### src/label_overlap_purity_macros.svh
// Assertion macros used by the checks in the top module.
`ifndef LABEL_OVERLAP_PURITY_MACROS_SVH
`define LABEL_OVERLAP_PURITY_MACROS_SVH

// Same-cycle implication, checked outside reset.
`define LOP_ASSERT_IMP(lbl, ante, cons) \
  lbl: assert property (@(posedge clk_i) disable iff (!rst_ni) (ante) |-> (cons)) \
    else $error("label_overlap_purity check failed");

// Next-cycle implication, checked outside reset.
`define LOP_ASSERT_NXT(lbl, ante, cons) \
  lbl: assert property (@(posedge clk_i) disable iff (!rst_ni) (ante) |=> (cons)) \
    else $error("label_overlap_purity check failed");

`endif

### src/lop_pkg.sv
// Types and constants shared by the label overlap purity block.
`default_nettype none
package lop_pkg;

  localparam int NumLabelsDef = 256;
  localparam int CountBitsDef = 24;
  localparam int LabW         = 8;
  localparam int OutW         = 24;
  localparam int PctW         = 7;

  typedef enum logic [1:0] {
    CMD_ACC = 2'd0,
    CMD_ROW = 2'd1,
    CMD_COL = 2'd2,
    CMD_CLR = 2'd3
  } cmd_e;

  typedef enum logic [1:0] {
    OP_ACC = 2'd0,
    OP_QRY = 2'd1,
    OP_CLR = 2'd2
  } op_e;

  typedef struct packed {
    cmd_e            cmd;
    logic [LabW-1:0] ref_label;
    logic [LabW-1:0] seg_label;
  } in_t;

  typedef struct packed {
    logic            present;
    logic [LabW-1:0] best_label;
    logic [OutW-1:0] max_overlap;
    logic [OutW-1:0] total_overlap;
    logic [PctW-1:0] percent;
  } out_t;

  typedef struct packed {
    op_e             op;
    logic            by_row;
    logic            absent;
    logic [LabW-1:0] ref_label;
    logic [LabW-1:0] seg_label;
  } job_t;

endpackage
`default_nettype wire

### src/lop_front.sv
// Front end: accepts words, classifies them and queues jobs for the back end.
`default_nettype none
module lop_front import lop_pkg::*; #(
  parameter int NumLabels = NumLabelsDef
) (
  input  wire logic clk_i,
  input  wire logic rst_ni,
  input  wire logic in_valid_i,
  output logic      in_ready_o,
  input  wire in_t  in_data_i,
  output logic      job_valid_o,
  input  wire logic job_ready_i,
  output job_t      job_o
);

  localparam logic [LabW:0] NumL = (LabW+1)'(NumLabels);

  job_t       job_c;
  logic       keep;
  job_t       fifo_q [2];
  logic       wr_q, rd_q;
  logic [1:0] cnt_q;
  logic       push, pop;

  always_comb begin
    job_c.op        = OP_ACC;
    job_c.by_row    = 1'b0;
    job_c.absent    = 1'b0;
    job_c.ref_label = in_data_i.ref_label;
    job_c.seg_label = in_data_i.seg_label;
    keep            = 1'b1;
    case (in_data_i.cmd)
      CMD_ACC: begin
        keep = (in_data_i.ref_label != '0) && (in_data_i.seg_label != '0) &&
               ({1'b0, in_data_i.ref_label} < NumL) &&
               ({1'b0, in_data_i.seg_label} < NumL);
      end
      CMD_ROW: begin
        job_c.op     = OP_QRY;
        job_c.by_row = 1'b1;
        job_c.absent = (in_data_i.ref_label == '0) || ({1'b0, in_data_i.ref_label} >= NumL);
      end
      CMD_COL: begin
        job_c.op     = OP_QRY;
        job_c.absent = (in_data_i.seg_label == '0) || ({1'b0, in_data_i.seg_label} >= NumL);
      end
      CMD_CLR: begin
        job_c.op = OP_CLR;
      end
      default: begin
        keep = 1'b0;
      end
    endcase
  end

  assign in_ready_o  = (cnt_q != 2'd2);
  assign job_valid_o = (cnt_q != 2'd0);
  assign job_o       = fifo_q[rd_q];
  assign push        = in_valid_i && in_ready_o && keep;
  assign pop         = job_valid_o && job_ready_i;

  always_ff @(posedge clk_i or negedge rst_ni) begin
    if (!rst_ni) begin
      wr_q  <= 1'b0;
      rd_q  <= 1'b0;
      cnt_q <= 2'd0;
    end else begin
      if (push) begin
        wr_q <= ~wr_q;
      end
      if (pop) begin
        rd_q <= ~rd_q;
      end
      if (push && !pop) begin
        cnt_q <= cnt_q + 2'd1;
      end else if (pop && !push) begin
        cnt_q <= cnt_q - 2'd1;
      end
    end
  end

  always_ff @(posedge clk_i) begin
    if (push) begin
      fifo_q[wr_q] <= job_c;
    end
  end

endmodule
`default_nettype wire

### config.mk
export PLATFORM = sky130hd
export DESIGN_NAME = lop_front
export DESIGN_NICKNAME = d
export VERILOG_FILES = /design/src/label_overlap_purity_macros.svh /design/src/lop_pkg.sv /design/src/lop_front.sv
export SDC_FILE = /design/constraint.sdc
export NUM_CORES = 1
export LEC_CHECK = 0
export ABC_AREA = 1
export BUFFER_PORTS_ARGS = -buffer_cell sky130_fd_sc_hd__buf_2
export CORE_MARGIN = 2
export CORE_UTILIZATION = 30
export CTS_BUF_LIST = sky130_fd_sc_hd__clkbuf_4
export DETAILED_ROUTE_END_ITERATION = 12
export GPL_TIMING_DRIVEN = 0
export PLACE_DENSITY = 0.52
export SLEW_MARGIN = 20
export SYNTH_ARGS = -nofsm -noshare
export SYNTH_HDL_FRONTEND = slang
export SYNTH_SLANG_ARGS = --single-unit
export TNS_END_PERCENT = 30
### constraint.sdc
create_clock -name clk_i -period 2.2 [get_ports clk_i]
set_input_delay 0.11 -clock clk_i [delete_from_list [all_inputs] [get_ports clk_i]]
set_output_delay 0.11 -clock clk_i [all_outputs]
set_load 0.05 [all_outputs]
# After elaboration in Yosys (flattened, before gate mapping)
# Memories as Yosys holds them, arrays and structs flattened.
# Index checks and enable logic that the tools add are counted.
# W data, S select, Z words.
# word_totals
reg_bits	4
ramBits	40
inputBits	22
n_memories	1
# classes
addsub	2
eq_ne	4
mux	8
bitwise_logic	2
n_reduce_logical	16
# memory_table
memory	depth	width	rd	rd_clocked_by_memory_dff	write_ports	line_no	source
fifo_q	2	20	1	0	1	lop_front.sv:20	job_t fifo_q [2];
# op_table
op	n
$logic_not A8 Y1	2
$reduce_bool A8 Y1	2
$logic_and A1 B1 Y1	6
$eq A2 B2 Y1 const B	2
$mux W1	4
$mux W2	2
$pmux W2 S2	1
$reduce_bool A2 Y1	2
$add A2 B1 Y2 const B	1
$eq A2 B1 Y1 const B	1
$logic_not A1 Y1	2
$logic_not A2 Y1	1
$ne A2 B2 Y1 const B	1
$not A1 Y1	2
$pmux W1 S2	1
$reduce_or A2 Y1	1
$sub A2 B1 Y2 const B	1

# Longest topological paths before layout
# logic_depth
word_depth	8
depth_mapped	12
mapped_depth_nobuf	12

# Least setup slack after synthesis
# Ideal clock, no wire load.
# synth_path
path_kind	register to register
start	register cnt_q[0]
end	memory fifo_q[1][0] (netlist name), enable pin
arrival_ns	1.537
required_ns	1.803
slack_ns	0.266
stages_incl_launch_ff	5
cell_sequence	dfrtp_1 > inv_2 > a21boi_1 > nand2_2 > nor2_1
# synth_between
elab_chain_len	5
# synth_rtl
item	line_no	source
start, declared	lop_front.sv:22	logic [1:0] cnt_q;
start signal, assigned	lop_front.sv:75	cnt_q <= cnt_q + 2'd1;
start signal, assigned	lop_front.sv:77	cnt_q <= cnt_q - 2'd1;
$ne A2 B2 Y1	lop_front.sv:56	assign in_ready_o = (cnt_q != 2'd2);
$logic_and A1 B1 Y1 (2 in series)	lop_front.sv:59	assign push = in_valid_i && in_ready_o && keep;
$mux W1	lop_front.sv:83	if (push) begin
$mux W1 (implied by the code)	lop_front.sv:84	fifo_q[wr_q] <= job_c;
end, declared	lop_front.sv:20	
# No other way between the ends.

# Worst setup path after layout
# layout_path
start	input port in_data_i[6] (netlist name)
end	memory fifo_q[0][11] (netlist name), enable pin
# layout_between
elab_chain_len	6
# layout_rtl
item	line_no	source
start, declared	lop_front.sv:10	input wire in_t in_data_i,
$reduce_bool A8 Y1	lop_front.sv:34	keep = (in_data_i.ref_label != '0) && (in_data_i.seg_label != '0) &&
$logic_and A1 B1 Y1	lop_front.sv:34	
$mux W1	lop_front.sv:32	case (in_data_i.cmd)
$logic_and A1 B1 Y1	lop_front.sv:59	
$mux W1	lop_front.sv:83	
$mux W1 (implied by the code)	lop_front.sv:84	
# No other way between the ends.

==> run metrics <==
Placement Setup Slack=0.342 ns; register area share after synthesis=0.703; Final ANT Viol Nets=0; Synth Area in XOR/XNOR=0.0142; top cell type's share of synthesized area=0.649; setup ws final=0.270 ns; Pwr Density=1380 nW/um^2; crit path max fanout=20; HP Class=in2reg; post-synthesis adder-cell area fraction=0.0338; HPWL Detailed=2.27 mm; Fin. Hold Viols=0; largest net degree at the start of global routing=21; Arrival @ worst endpoint=1.91 ns; WHS Endpoint=rd_q; Clock Latency Late Sink=0.35 ns; Least-Margin Pin Slew=0.853 ns; hold_sp=job_ready_i; WHS Path Cells=3; width of the die=82.5 um; GR Util All Layers=0.108; First DRT Iteration DRCs=42; critical path type=in2reg; worst r2r path cells=4; final WL=3.40 mm; sw frac=0.471; Filler Cells Inserted=634; Reg power frac=0.361; CTS tree=built; first-pass GRT wire length=5.22 mm; core area=5960 sq um; Synth Net Count=193; number of buffers created by CTS=5; initial core utilization=0.311; average size of a mapped cell=11.1 sq um; Worst setup SP type=primary input; post-synthesis mux area share=0; synthesized area=1850 sq um; Nets=261; final setup fails=0; Critical Path RT=2.18 ns; Pint=0.00177 W; Synth Area in Simple Gates=0.185; row count=28; Overflow after GRT=0; # H-tree levels=2; largest family of logic cells by synthesized area=simple AND/OR/NAND/NOR gates; status=complete, no violations; cell accounting for the most synthesized area=edfxtp_1; CP endpoint kind=flop; drt via density=4.06; post-synth cell types=19; Max Slew Vio Count=0; CTS sink count=44; RePlAce Congestion=0.651; worst r2r src=cnt_q[0]; RR Endpoint=fifo_q[0][11]; fin crit share=0.877; Final Critical Period=1.93 ns; Die ar.=6810 sq um; I/O pins=44; Max Buffers Root-to-Sink=2; Synth Area in Compound Gates=0.0135; reg2reg setup slack=0.37 ns; Fmax=0.518 GHz; number of synthesized register bits=44; final core utilization=0.408; initial antenna violation count=0; Worst Skew=0.00911 ns; Die Y=82.5 um; area grow syn2layout=31.2%; MaxCap Viol Count=0; number of detailed-route iterations in the first pass=4; number of global-route vias before repair=1197; count of input and output buffers=43; Clock power frac=0.150; Max transition margin=0.431; Root Driver=clkbuf_4; RSZ-0062 raised after global routing=false; Residual DRC=0; yosys warns=0; diode count=0; clk slew on worst S/H paths=0.12 ns; layout cells sized above 1=0.264; VDD IR max=0.567 mV; largest cells by area after synthesis=edfxtp_1 65%, nand2_1 15%, dfrtp_1 5.4%, inv_1 3.9%, ha_1 3.4%; Syn Inst Count=166; Logic pwr share=0.490; Switch Pwr=0.00157 W; routed len/inst=11.0 um; Pleak=1.12 nW; overall via count from detail_route=1259
metrics by stage:
stage	hold slack (ns)	cell area [sq um]	cells	TNS (ns)	total power (W)
2_1_floorplan	-0.186	1850	166	0	0.00246
3_5_place_dp	-0.0733	2180	285	0	0.00287
5_1_grt	0.0527	2430	310	0	0.00355
4_1_cts	0.0348	2430	310	0	0.00339
6_report	0.0458	2430	310	0	0.00334
3_3_place_gp	-0.0771	2160	284	-7.33	0.00284
sequential cells by signal, indices dropped and copies added, names as in the netlist:
| name | flops |
|---|---|
| cnt_q | 2 |
| rd_q | 1 |
| wr_q | 1 |
| fifo_q | 40 |
critical path, stage by stage:
cell and delay, ns:
dlygate4sd3_1 0.54, buf_2 0.12, nor2_1 0.04, and2_1 0.16
nand2_1 0.06, nand2_1 0.06, nand2_2 0.07, nand3_1 0.09
inv_1 0.64
routing by layer:
metal	part of all wire	vias to the layer above	GRT usage
li1	-	661	-
met2	0.50	32	0.201
met5	0	-	0
met1	0.42	560	0.111
met3	0.054	6	0.0326
met4	0.019	0	0.0492
placed cells by master, fill, tap and decap left out, types with 3 or more instances in the layout:
cell            n
nor2_2          4
ha_1            5
dfrtp_1         4
clkbuf_4        6
nand3_1         3
nand2_1        74
dlygate4sd3_1  17
inv_1          19
edfxtp_1       40
buf_2          46
power groups by stage:
stage	Clock (W)	Sequential, W	Combinational [W]
after floorplan	0	0.00122	0.00124
after global placement	0	0.00123	0.00161
after detailed placement	0	0.00122	0.00165
after CTS	0.000515	0.00121	0.00167
after global routing	0.000544	0.00123	0.00178
final	0.000500	0.00121	0.00164
cell usage after synthesis:
library cell,n
inv_1,19
nand2_1,74
o21ai_1,1
dfrtp_1,4
ha_1,5
xnor2_1,1
and2_1,1
a21boi_0,1
edfxtp_1,40
a21oi_1,1
nor2_1,3
clkbuf_1,1
nand2_2,2
a21boi_1,1
xor2_1,2
inv_2,1
nor2_2,3
buf_2,3
nand3_1,3
what timing repair did:
item	CTS	global route
endpoints found under the hold margin	36	0
resized for setup	0	0
setup buffers	0	0
hold buffers	17	0
layout make-up:
class	count	area, sq um	area share
clock buffer	6	45.0	0.0186
sequential	44	1300	0.536
clock inverter	2	35.0	0.0144
tap	75	93.8	0.0387
multi-input combinational	98	458	0.189
inverter	20	75.1	0.0309
buffer	4	18.8	0.00773
timing repair buffer	61	400	0.165
cell families (layout without fill, tap and decap cells):
logic type	after synthesis	count (layout)
simple gates	86	86
flops	44	44
buf+inv	24	93
fa+ha+maj	5	5
compound gates	4	4
xor+xnor	3	3
worst max path at each step:
stage	to	slack, ns	startpoint
after global placement	fifo_q[1][11]	-0.37	cnt_q[0]
final	fifo_q[0][11]	0.27	in_data_i[6]
after detailed placement	fifo_q[0][6]	0.34	cnt_q[0]
after global routing	fifo_q[0][17]	0.15	in_data_i[6]
after CTS	fifo_q[0][11]	0.26	in_data_i[7]
after floorplan	fifo_q[1][0]	0.27	cnt_q[0]
(Power assumes the default switching activity.)
